`src/qclt_pkg.sv`:
```
package qclt_pkg;

    localparam int MaxResults = 3;

    localparam logic [7:0] ChSpace     = 8'h20;
    localparam logic [7:0] ChDquote    = 8'h22;
    localparam logic [7:0] ChAmp       = 8'h26;
    localparam logic [7:0] ChSquote    = 8'h27;
    localparam logic [7:0] ChBackslash = 8'h5c;
    localparam logic [7:0] ChPipe      = 8'h7c;

    localparam logic KindChar = 1'b0;
    localparam logic KindEol  = 1'b1;

    typedef enum logic [2:0] {
        EV_LIT    = 3'd0,
        EV_TOKEND = 3'd1,
        EV_AND    = 3'd2,
        EV_PIPE   = 3'd3,
        EV_OK     = 3'd4,
        EV_UNTERM = 3'd5
    } qclt_event_t;

    typedef struct packed {
        logic in_single_quote;
        logic in_double_quote;
        logic escape_pending;
        logic token_open;
        logic ampersand_held;
    } qclt_state_t;

    typedef struct packed {
        qclt_event_t ev;
        logic [7:0]  data;
    } qclt_result_t;

    typedef struct packed {
        qclt_result_t [MaxResults-1:0] res;
        logic [1:0]                    count;
    } qclt_batch_t;

endpackage

```
`src/qclt_decode.sv`:
```
module qclt_decode (
    input  qclt_pkg::qclt_state_t state_cur,
    input  logic                  kind,
    input  logic [7:0]            ch,
    output qclt_pkg::qclt_state_t state_nxt,
    output qclt_pkg::qclt_batch_t batch
);
    import qclt_pkg::*;

    always_comb
    begin
        qclt_state_t st;
        logic [1:0]  n;
        logic        do_plain;

        st = state_cur;
        n = 2'd0;
        do_plain = 1'b0;
        batch = '0;

        if (kind == KindChar)
        begin
            do_plain = 1'b1;
            if (st.ampersand_held)
            begin
                st.ampersand_held = 1'b0;
                if (ch == ChAmp)
                begin
                    do_plain = 1'b0;
                    if (st.token_open)
                    begin
                        batch.res[n] = '{ev: EV_TOKEND, data: 8'h00};
                        n = n + 2'd1;
                        st.token_open = 1'b0;
                    end
                    batch.res[n] = '{ev: EV_AND, data: 8'h00};
                    n = n + 2'd1;
                end
                else
                begin
                    // release the held ampersand as a literal
                    batch.res[n] = '{ev: EV_LIT, data: ChAmp};
                    n = n + 2'd1;
                    st.token_open = 1'b1;
                end
            end
            if (do_plain)
            begin
                priority if (st.escape_pending)
                begin
                    st.escape_pending = 1'b0;
                    batch.res[n] = '{ev: EV_LIT, data: ch};
                    n = n + 2'd1;
                    st.token_open = 1'b1;
                end
                else if (ch == ChSquote && !st.in_double_quote)
                begin
                    st.in_single_quote = !st.in_single_quote;
                    st.token_open = 1'b1;
                end
                else if (ch == ChDquote && !st.in_single_quote)
                begin
                    st.in_double_quote = !st.in_double_quote;
                    st.token_open = 1'b1;
                end
                else if (st.in_single_quote || st.in_double_quote)
                begin
                    batch.res[n] = '{ev: EV_LIT, data: ch};
                    n = n + 2'd1;
                    st.token_open = 1'b1;
                end
                else if (ch == ChBackslash)
                begin
                    st.escape_pending = 1'b1;
                end
                else if (ch == ChAmp)
                begin
                    st.ampersand_held = 1'b1;
                end
                else if (ch == ChPipe || ch == ChSpace)
                begin
                    if (st.token_open)
                    begin
                        batch.res[n] = '{ev: EV_TOKEND, data: 8'h00};
                        n = n + 2'd1;
                        st.token_open = 1'b0;
                    end
                    if (ch == ChPipe)
                    begin
                        batch.res[n] = '{ev: EV_PIPE, data: 8'h00};
                        n = n + 2'd1;
                    end
                end
                else
                begin
                    batch.res[n] = '{ev: EV_LIT, data: ch};
                    n = n + 2'd1;
                    st.token_open = 1'b1;
                end
            end
        end
        else
        begin
            if (st.ampersand_held)
            begin
                batch.res[n] = '{ev: EV_LIT, data: ChAmp};
                n = n + 2'd1;
                st.token_open = 1'b1;
            end
            if (st.in_single_quote || st.in_double_quote)
            begin
                batch.res[n] = '{ev: EV_UNTERM, data: 8'h00};
                n = n + 2'd1;
            end
            else
            begin
                if (st.token_open)
                begin
                    batch.res[n] = '{ev: EV_TOKEND, data: 8'h00};
                    n = n + 2'd1;
                end
                batch.res[n] = '{ev: EV_OK, data: 8'h00};
                n = n + 2'd1;
            end
            st = '0;
        end

        batch.count = n;
        state_nxt = st;
    end

endmodule

```
`src/qclt_emit.sv`:
```
module qclt_emit (
    input  logic                  clk,
    input  logic                  rst_n,
    input  logic                  load,
    input  qclt_pkg::qclt_batch_t batch,
    output logic                  load_ok,
    output logic                  m_tvalid,
    input  logic                  m_tready,
    output logic [7:0]            m_tdata,   // out_byte
    output logic [2:0]            m_tuser,   // event_res
    output logic                  m_tlast    // last
);
    import qclt_pkg::*;

    qclt_result_t [MaxResults-1:0] ent_reg, ent_next;
    logic [MaxResults-1:0]         last_reg, last_next;
    logic [1:0]                    count_reg, count_next;
    logic                          xfer;

    assign m_tvalid = (count_reg != 2'd0);
    assign xfer     = m_tvalid && m_tready;
    // empty, or the one remaining result leaves this cycle
    assign load_ok  = (count_reg == 2'd0) || (count_reg == 2'd1 && xfer);

    assign m_tdata = ent_reg[0].data;
    assign m_tuser = ent_reg[0].ev;
    assign m_tlast = last_reg[0];

    always_comb
    begin
        ent_next   = ent_reg;
        last_next  = last_reg;
        count_next = count_reg;
        if (load && load_ok)
        begin
            ent_next   = batch.res;
            count_next = batch.count;
            for (int i = 0; i < MaxResults; i++)
            begin
                last_next[i] = (i == int'(batch.count) - 1);
            end
        end
        else if (xfer)
        begin
            for (int i = 0; i < MaxResults - 1; i++)
            begin
                ent_next[i]  = ent_reg[i+1];
                last_next[i] = last_reg[i+1];
            end
            count_next = count_reg - 2'd1;
        end
    end

    always_ff @(posedge clk or negedge rst_n)
    begin
        if (!rst_n)
        begin
            count_reg <= 2'd0;
        end
        else
        begin
            count_reg <= count_next;
        end
    end

    always_ff @(posedge clk)
    begin
        ent_reg  <= ent_next;
        last_reg <= last_next;
    end

endmodule

```
`src/quoted_command_line_tokenizer.sv`:
```
// quoted command line tokenizer
// path: input transfer -> input register -> result register -> master side
// throughput: one input transfer per cycle for bytes with at most one result while
//   m_tready is high; an item with several results (up to 3) makes the next item wait
// reset: rst_n asynchronous active low clears quote, escape, token and ampersand flags
//   and empties the input and result registers
module quoted_command_line_tokenizer (
    input  logic       clk,
    input  logic       rst_n,
    input  logic       s_tvalid,
    output logic       s_tready,
    input  logic [7:0] s_tdata,    // ch
    input  logic       s_tuser,    // kind
    output logic       m_tvalid,
    input  logic       m_tready,
    output logic [7:0] m_tdata,    // out_byte
    output logic [2:0] m_tuser,    // event_res
    output logic       m_tlast     // last
);
    import qclt_pkg::*;

    // input register: one held command line item
    logic        in_valid_reg, in_valid_next;
    logic        kind_reg;
    logic [7:0]  ch_reg;

    // tokenizer flags, updated when the held item is handed to the result stage
    qclt_state_t state_reg, state_next, state_dec;
    qclt_batch_t batch;

    logic load_ok;
    logic take;

    qclt_decode u_decode (
        .state_cur (state_reg),
        .kind      (kind_reg),
        .ch        (ch_reg),
        .state_nxt (state_dec),
        .batch     (batch)
    );

    // items with no results (quotes, backslash, newly held '&') retire at once;
    // others wait until the result register can take the whole batch
    assign take     = in_valid_reg && ((batch.count == 2'd0) || load_ok);
    assign s_tready = !in_valid_reg || take;

    always_comb
    begin
        in_valid_next = in_valid_reg;
        state_next    = state_reg;
        if (take)
        begin
            state_next    = state_dec;
            in_valid_next = 1'b0;
        end
        if (s_tvalid && s_tready)
        begin
            in_valid_next = 1'b1;
        end
    end

    always_ff @(posedge clk or negedge rst_n)
    begin
        if (!rst_n)
        begin
            in_valid_reg <= 1'b0;
            state_reg    <= '0;
        end
        else
        begin
            in_valid_reg <= in_valid_next;
            state_reg    <= state_next;
        end
    end

    // payload capture on each input transfer
    always_ff @(posedge clk)
    begin
        if (s_tvalid && s_tready)
        begin
            kind_reg <= s_tuser;
            ch_reg   <= s_tdata;
        end
    end

    // result register with serializer for multi-result items
    qclt_emit u_emit (
        .clk      (clk),
        .rst_n    (rst_n),
        .load     (take),
        .batch    (batch),
        .load_ok  (load_ok),
        .m_tvalid (m_tvalid),
        .m_tready (m_tready),
        .m_tdata  (m_tdata),
        .m_tuser  (m_tuser),
        .m_tlast  (m_tlast)
    );

endmodule
```
`config.mk`:
```
export PLATFORM = sky130hd
export DESIGN_NAME = quoted_command_line_tokenizer
export DESIGN_NICKNAME = d
export VERILOG_FILES = /design/src/qclt_pkg.sv /design/src/qclt_decode.sv /design/src/qclt_emit.sv /design/src/quoted_command_line_tokenizer.sv
export SDC_FILE = /design/constraint.sdc
export NUM_CORES = 1
export LEC_CHECK = 0
export BUFFER_PORTS_ARGS = -buffer_cell sky130_fd_sc_hd__buf_4
export CAP_MARGIN = 15
export CORE_MARGIN = 1
export CORE_UTILIZATION = 54
export DETAILED_ROUTE_END_ITERATION = 8
export GPL_ROUTABILITY_DRIVEN = 0
export PLACE_DENSITY = 0.76
export SYNTH_ARGS = -nofsm -noshare
export SYNTH_HDL_FRONTEND = slang
export SYNTH_SLANG_ARGS = --single-unit
```
`constraint.sdc`:
```
create_clock -name clk -period 3.4 [get_ports clk]
set_input_delay 0.34 -clock clk [delete_from_list [all_inputs] [get_ports clk]]
set_output_delay 0.34 -clock clk [all_outputs]
set_load 0.01 [all_outputs]
```
==> results of run 1 <==
-- routing by layer --
metal | vias to the layer above | track usage (%) | share of wire, %
li1 | 1100 | - | -
met1 | 1080 | 31.69 | 42
met2 | 137 | 34.82 | 47
met3 | 20 | 3.929 | 8.4
met4 | 0 | 8.462 | 1.9
met5 | - | 0 | 0
-- kinds of logic after synthesis --
group	Yosys count
and+or+nand+nor	103
AOI/OAI and AO/OA	72
DFF	53
buffers and inverters	42
muxes	5
adders and majority gates	5
xor gates and xnor gates	2
-- per-stage QoR --
step	setup WS [ps]	hold slack (ps)	utilization [%]	total power, uW	instances
after global placement	198.9	162.6	62.73	2377	368
final	117.4	193.8	65.96	2886	380
after CTS	11.30	191.5	65.19	2864	377
after detailed placement	76.11	162.7	62.73	2428	368
after floorplan	32.73	44.41	-	2094	282
after global routing	-17.79	184.0	65.96	3067	380
-- final cells by class --
| type | instances | area (um2) |
|---|---|---|
| clock buffer | 5 | 68.82 |
| tap | 70 | 87.58 |
| clock inverter | 3 | 43.79 |
| timing repair buffer | 48 | 362.8 |
| sequential | 53 | 1551 |
| multi-input combinational | 187 | 1287 |
| inverter | 14 | 52.55 |
| fill | 412 | 1783 |
-- timing repair --
action                                  in CTS  in global routing
resized for setup                            2                  3
pin swaps                                    0                  3
setup buffers                                0                  3
endpoints found under the setup margin       1                  1
hold endpoints to repair                     8                  0
hold buffers                                 1                  0
-- Yosys cell counts (5+ instances only) --
master    count  area, um2
a21oi_1      15      75.07
a22o_1       13      113.9
and2_1        7      43.79
buf_4        12      90.09
clkbuf_1     12      45.04
dfrtp_1       8      200.2
edfxtp_1     45       1351
ha_1          5      62.56
inv_1        13      48.80
nand2_1      25      93.84
nand2b_1      5      31.28
nor2_1       19      71.32
nor3_1       14      70.07
nor4_1        8      50.05
o21ai_0       5      25.02
o21ai_1       5      25.02
-- worst min path at each step --
stage / to / slack [ps] / cells after the start
after floorplan: in_valid_reg$_DFFE_PN0P_ / 40 / 0
after global placement: state_reg[0]$_DFFE_PN0P_ / 160 / 1
after detailed placement: state_reg[0]$_DFFE_PN0P_ / 160 / 1
after CTS: kind_reg$_DFFE_PP_ / 190 / 1
after global routing: ch_reg[2]$_DFFE_PP_ / 180 / 1
final: kind_reg$_DFFE_PP_ / 190 / 1
-- worst max-delay path: stages (launching register included) --
cell and delay, ps:
edfxtp_1 400, or4b_4 570, or2_4 310, nor2_4 110, nand2_2 110, ha_4 310, a21o_1 90, and4_4 230
o21ai_2 70, a21oi_2 200, nand2_1 80, buf_4 150
-- power by group through the flow --
stage	logic (uW)	registers (uW)	clock network [uW]
final	1250	1200	432
after global routing	1370	1230	464
after CTS	1220	1200	438
after detailed placement	1210	1220	0
after global placement	1170	1200	0
after floorplan	911	1180	0
==> out/summary.log, run 1 <==
INFO  yosys          synth_simple_gate_area_share=19.34%
INFO  placement      buffer_ports.inserted=26
INFO  global_route   grt_pass1_wl=10500um
INFO  yosys          synthDistinctLibCells=65
INFO  sta            final.period_utilization=96.55%
INFO  clock_tree     cts.htree.levels=2
INFO  yosys          sequential_area_share_after_synthesis=51.35%
INFO  power          vdd_ir_drop_max=0.0003683V
INFO  setup_path     setup.worst_path.start_class=register
INFO  global_route   grt_antenna_before_repair=0
INFO  yosys          syn_avg_cell_area=10.72um2
INFO  route          vias=2337
INFO  yosys          syn_inst_count=282
INFO  floorplan      num_io_pins=27
INFO  yosys          synth-edff-count=45
INFO  yosys          syn_area=0.003022mm2
INFO  route          detail_route.drc_violations=0
INFO  yosys          postSynthRegisterBits=53
INFO  setup_path     timing.critical_path.required=3060ps
INFO  route          dr.pass1.iters=6
INFO  yosys          yosysWarnings=0
INFO  setup_path     regToRegEndpoint=state_reg[1]$_DFFE_PN0P_
INFO  power          power_frac_comb=43.4%
INFO  route          totalWireLength=6406um
INFO  clock_tree     ctsLongestPathBuffers=2
INFO  route          drt_first_iter_violations=284
INFO  clock_tree     cts_sinks=53
INFO  final_layout   antenna_cells_inserted=0
INFO  sta            timing_worst_slew_pin_value=955.4ps
INFO  sta            max_clock_freq=304.6MHz
INFO  setup_path     worst_r2r_startpoint=ch_reg[4]$_DFFE_PP_
INFO  floorplan      placement_rows=26
INFO  sta            drv_slew=0
INFO  setup_path     setup.worst_path.class=register to output pin
INFO  status         run_status=finished, final reports clean
INFO  final_layout   area_growth_syn_to_layout=14.33%
INFO  yosys          post_synth_fa_ha_maj_area_fraction=2.070%
INFO  setup_path     r2r_slack=270ps
INFO  min_path       holdCritStartpoint=s_tuser
INFO  final_layout   layout_common_cells=47 x buf_4, 45 x edfxtp_1, 24 x nand2_1, 19 x nor2_1
INFO  setup_path     critPathMaxFanout=5
INFO  setup_path     timing.critical_path.to_type=output pin
INFO  power          sw_frac_of_total=36.15%
INFO  yosys          asyncSetResetFlopFracSynth=15.09%
INFO  global_route   largest_net_degree_at_the_start_of_global_routing=26
INFO  clock_tree     cts_tree=built
INFO  floorplan      fp.coreArea=0.005238mm2
INFO  yosys          yosys.area_share.xor_xnor=0.5797%
INFO  global_route   grt_pass1_vias=2166
INFO  setup_path     critPathLaunch=ch_reg[4]$_DFFE_PP_
INFO  power          cellInternalPower=1843uW
INFO  sta            finalClockSkew=9.791ps
INFO  setup_path     worstPathArrival=2940ps
INFO  yosys          yosys-mux-area-fraction=1.781%
INFO  yosys          synth_ff_type=edfxtp_1
INFO  clock_tree     clock_insertion_delay_worst_skew=320ps
INFO  floorplan      fp.dieW=76.81um
INFO  floorplan      floorplan.die_area=0.005899mm2
INFO  placement      dp_hpwl=4506um
INFO  route          final_antenna_net_count=0
INFO  route          wire_per_inst=16.86um
INFO  sta            period_minus_slack=3283ps
INFO  final_layout   drive_above_1_share=24.19%
INFO  yosys          synth-compound-area-share=17.81%
INFO  power          static_leakage=0.001362uW
INFO  clock_tree     clk_pin_slew_worst_paths=100ps
INFO  min_path       hold_path.class=input port to register
INFO  clock_tree     cts_made_buffers=5
INFO  yosys          synth_top_family_by_area=simple AND/OR/NAND/NOR gates
INFO  setup_path     timing.critical_path.to=s_tready
INFO  setup_path     rr_worst_depth=9
INFO  job            max-cap-violations=0
INFO  final_layout   num-nets-final=327
INFO  global_route   grt-ovfl-total=0
INFO  sta            max_slew_margin=36.31%
INFO  power          power.share.clock=15.0%
INFO  yosys          synthesis.nets=300
INFO  floorplan      initial_utilization=57.69%
INFO  global_route   grt_usage=22.54%
INFO  route          route.detailed.vias_per_inst=6.150
INFO  final_layout   largest_reg_flops=22
INFO  sta            report.final.hold_viol_count=0
INFO  placement      dpl-instance-area=0.003286mm2
INFO  power          total_switching_power=1043uW
INFO  power          seq_power_share=41.6%
INFO  sta            timing.setup.tns=0ps
INFO  clock_tree     clk_root_buffer_cell=clkbuf_8
INFO  floorplan      die-height=76.81um
INFO  power          power-per-cell-area=835.6mW/mm2
INFO  final_layout   stdcell_area=0.003455mm2
INFO  final_layout   layout_commonest_cell=buf_4
INFO  sta            final_setup_violations=0
No activity file was read; power rests on OpenSTA's default activity.
==> inputs of run 2 (changes only) <==
==> constraint.sdc (replaced) <==
create_clock -name clk -period 3.4 [get_ports clk]
set_input_delay 0.34 -clock clk [delete_from_list [all_inputs] [get_ports clk]]
set_output_delay 0.34 -clock clk [all_outputs]
set_load 0.1 [all_outputs]
==> run 2 against run 1 <==
  * Global-route usage fell by 1.2 points
  * Die area is the same
  * Critical path depth fell by 2
  * Sequential power barely moved
  * Clock skew fell by 1.9 ps
  * Wire length shrank 5.4%
  * Final cell count fell by 1.3%
  * Design area down 0.80%
  * Largest power group unchanged
==> out/summary.log, run 2 (synthesis gave the netlist of run 1 again) <==
INFO  route          wire_per_inst=16.15um [was 16.86 um]
INFO  final_layout   layout_common_cells=45 x edfxtp_1, 41 x buf_4, 23 x nand2_1, 19 x nor2_1 [was 47 x buf_4, 45 x edfxtp_1, 24 x nand2_1, 19 x nor2_1]
INFO  sta            drv_slew=0 [unchanged]
INFO  floorplan      num_io_pins=27 [unchanged]
INFO  power          static_leakage=0.001340uW [was 0.001362 uW]
INFO  final_layout   antenna_cells_inserted=0 [unchanged]
INFO  setup_path     critPathMaxFanout=6 [was 5]
INFO  setup_path     worstPathBufferInverterCount=1 [unchanged]
INFO  status         run_status=finished, final reports clean [unchanged]
INFO  floorplan      fp.coreArea=0.005238mm2 [unchanged]
INFO  floorplan      placement_rows=26 [unchanged]
INFO  clock_tree     ctsLongestPathBuffers=2 [unchanged]
INFO  route          totalWireLength=6057um [was 6406 um]
INFO  floorplan      die-height=76.81um [unchanged]
INFO  min_path       hold_path.class=input port to register [unchanged]
INFO  sta            timing.setup.tns=0ps [unchanged]
INFO  floorplan      floorplan.die_area=0.005899mm2 [unchanged]
INFO  sta            finalClockSkew=7.868ps [was 9.791 ps]
INFO  setup_path     setup.worst_path.class=register to output pin [unchanged]
INFO  final_layout   fillerInstances=415 [was 412]
INFO  route          final_antenna_net_count=0 [unchanged]
INFO  global_route   grt_antenna_before_repair=0 [unchanged]
INFO  route          drt_first_iter_violations=228 [was 284]
INFO  power          vdd_ir_drop_max=0.0004779V [was 0.0003683 V]
INFO  power          power-per-cell-area=1009mW/mm2 [was 835.6 mW/mm2]
INFO  global_route   grt_pass1_wl=9977um [was 10500 um]
INFO  setup_path     worst_path_max_delay_cell=or4b_4 [unchanged]
INFO  setup_path     setup.worst_path.start_class=register [unchanged]
INFO  clock_tree     cts.htree.levels=2 [unchanged]
INFO  route          detail_route.drc_violations=0 [unchanged]
INFO  sta            max_slew_margin=36.97% [was 36.31%]
INFO  sta            final.period_utilization=97.27% [was 96.55%]
INFO  sta            max_clock_freq=302.4MHz [was 304.6 MHz]
INFO  setup_path     timing.critical_path.required=3060ps [about the same]
INFO  final_layout   flip_flop_and_latch_area=0.001551mm2 [unchanged]
INFO  route          route.met2.wl=2825um [was 3036 um]
INFO  sta            period_minus_slack=3307ps [was 3283 ps]
INFO  final_layout   area_growth_syn_to_layout=13.42% [was 14.33%]
INFO  global_route   largest_net_degree_at_the_start_of_global_routing=26 [unchanged]
INFO  route          dr_wl_met3=470um [was 541 um]
INFO  job            max-cap-violations=0 [unchanged]
INFO  sta            final_setup_violations=0 [unchanged]
INFO  sta            report.final.hold_viol_count=0 [unchanged]
INFO  clock_tree     clk_root_buffer_cell=clkbuf_8 [unchanged]
INFO  placement      dp_hpwl=4339um [was 4506 um]
INFO  global_route   grt-ovfl-total=0 [unchanged]
INFO  setup_path     worstPathArrival=2970ps [was 2940 ps]
INFO  route          vias=2301 [was 2337]
INFO  final_layout   drive_above_1_share=22.95% [was 24.19%]
INFO  floorplan      initial_utilization=57.69% [unchanged]
INFO  clock_tree     cts_made_buffers=5 [unchanged]
INFO  setup_path     worstPathCellList=or4b_4, or2_4, o21ai_4, ha_4, a311o_1, o21ai_2, a21oi_4, nand2_4, buf_12 [was or4b_4, or2_4, nor2_4, nand2_2, ha_4, a21o_1, and4_4, o21ai_2, a21oi_2, nand2_1, buf_4]
INFO  global_route   grt_pass1_vias=2100 [was 2166]
INFO  route          route.detailed.vias_per_inst=6.136 [was 6.150]
INFO  final_layout   num-nets-final=322 [was 327]
INFO  clock_tree     clock_insertion_delay_worst_skew=310ps [was 320 ps]
INFO  clock_tree     clk_pin_slew_worst_paths=100ps [about the same]
INFO  final_layout   layout_commonest_cell=edfxtp_1 [was buf_4]
INFO  final_layout   post_layout_nonfiller_instances=375 [was 380]
INFO  sta            timing_worst_slew_pin_value=945.5ps [was 955.4 ps]
INFO  route          m1WireLength=2682um [was 2704 um]
INFO  setup_path     timing.critical_path.to_type=output pin [unchanged]
INFO  sta            grt_setup_unrepaired=no
INFO  route          dr.pass1.iters=6 [unchanged]
INFO  route          topRoutingLayerUsed=met4 [unchanged]
INFO  floorplan      fp.dieW=76.81um [unchanged]
INFO  placement      placedCellCount=365 [was 368]
INFO  final_layout   footprint_of_the_multi_input_gates=0.001300mm2 [was 0.001287 mm2]
INFO  clock_tree     cts_sinks=53 [unchanged]
INFO  global_route   grt_usage=21.34% [was 22.54%]
INFO  placement      buffer_ports.inserted=26 [unchanged]
INFO  final_layout   largest_reg_flops=22 [unchanged]
INFO  setup_path     cpPeakStageDelay=570ps [about the same]
INFO  clock_tree     cts_tree=built [unchanged]
INFO  setup_path     timing.critical_path.max_delay_family=simple AND/OR/NAND/NOR gates [unchanged]
## run 2: repair_timing
action	in CTS	in global routing
pin swaps	1	4
endpoints found under the setup margin	1	1
hold buffers	1	0
gates resized for setup	6	1
setup buffers	0	1
endpoints found under the hold margin	8	0
## run 2: worst register-to-register path: cells and delay by family (launching register included)
kind / cells / cell delay [ps]
adders and majority gates: 1 / 250
and+or+nand+nor: 3 / 1140
AOI/OAI and AO/OA: 3 / 840
DFF: 1 / 390
muxes: 1 / 360
## run 2: area by class of cell
cell class	count	area share (%)
clock buffer	5	2.008
timing repair buffer	43	9.858
sequential	53	45.27
tap	70	2.556
multi-input combinational	187	37.93
clock inverter	3	0.8397
inverter	14	1.533
## run 2: final timing paths
path                                                       start                               to  slack, ps  depth (start not counted)
worst max-delay path                         ch_reg[6]$_DFFE_PP_                         s_tready         90                          9
worst max register to register               ch_reg[6]$_DFFE_PP_         state_reg[0]$_DFFE_PN0P_        300                          8
worst min-delay path                                  s_tdata[0]              ch_reg[0]$_DFFE_PP_        200                          1
min in group asynchronous                                  rst_n         in_valid_reg$_DFFE_PN0P_        380                          2
worst min register to register  u_emit.ent_reg[30]$_SDFFCE_PP0P_     u_emit.ent_reg[19]$_DFFE_PP_        530                          2
max in group asynchronous                                  rst_n  u_emit.count_reg[0]$_DFFE_PN0P_       2900                          2
## run 2: layer usage
| metal | vias to the layer above | global-route usage [%] |
|---|---|---|
| li1 | 1093 | - |
| met1 | 1073 | 31.03 |
| met2 | 126 | 33.30 |
| met3 | 9 | 3.571 |
| met4 | 0 | 5.000 |
| met5 | - | 0 |
## run 2: where the power goes
group | total (uW) | internal (uW) | switching [uW]
Combinational | 1880 | 539 | 1340
Sequential | 1210 | 1100 | 112
Clock | 372 | 154 | 218
## run 2: through the flow
step	instance area, um2	setup WS, ps	utilization, %	hold slack (ps)	power, uW
2_1_floorplan	3040	24.09	-	44.41	2745
3_3_place_gp	3274	197.7	62.52	162.4	3012
3_5_place_dp	3274	80.72	62.52	163.6	3047
4_1_cts	3417	16.44	65.24	196.3	3463
5_1_grt	3427	1.205	65.43	183.5	3627
6_report	3427	92.67	65.43	201.9	3458
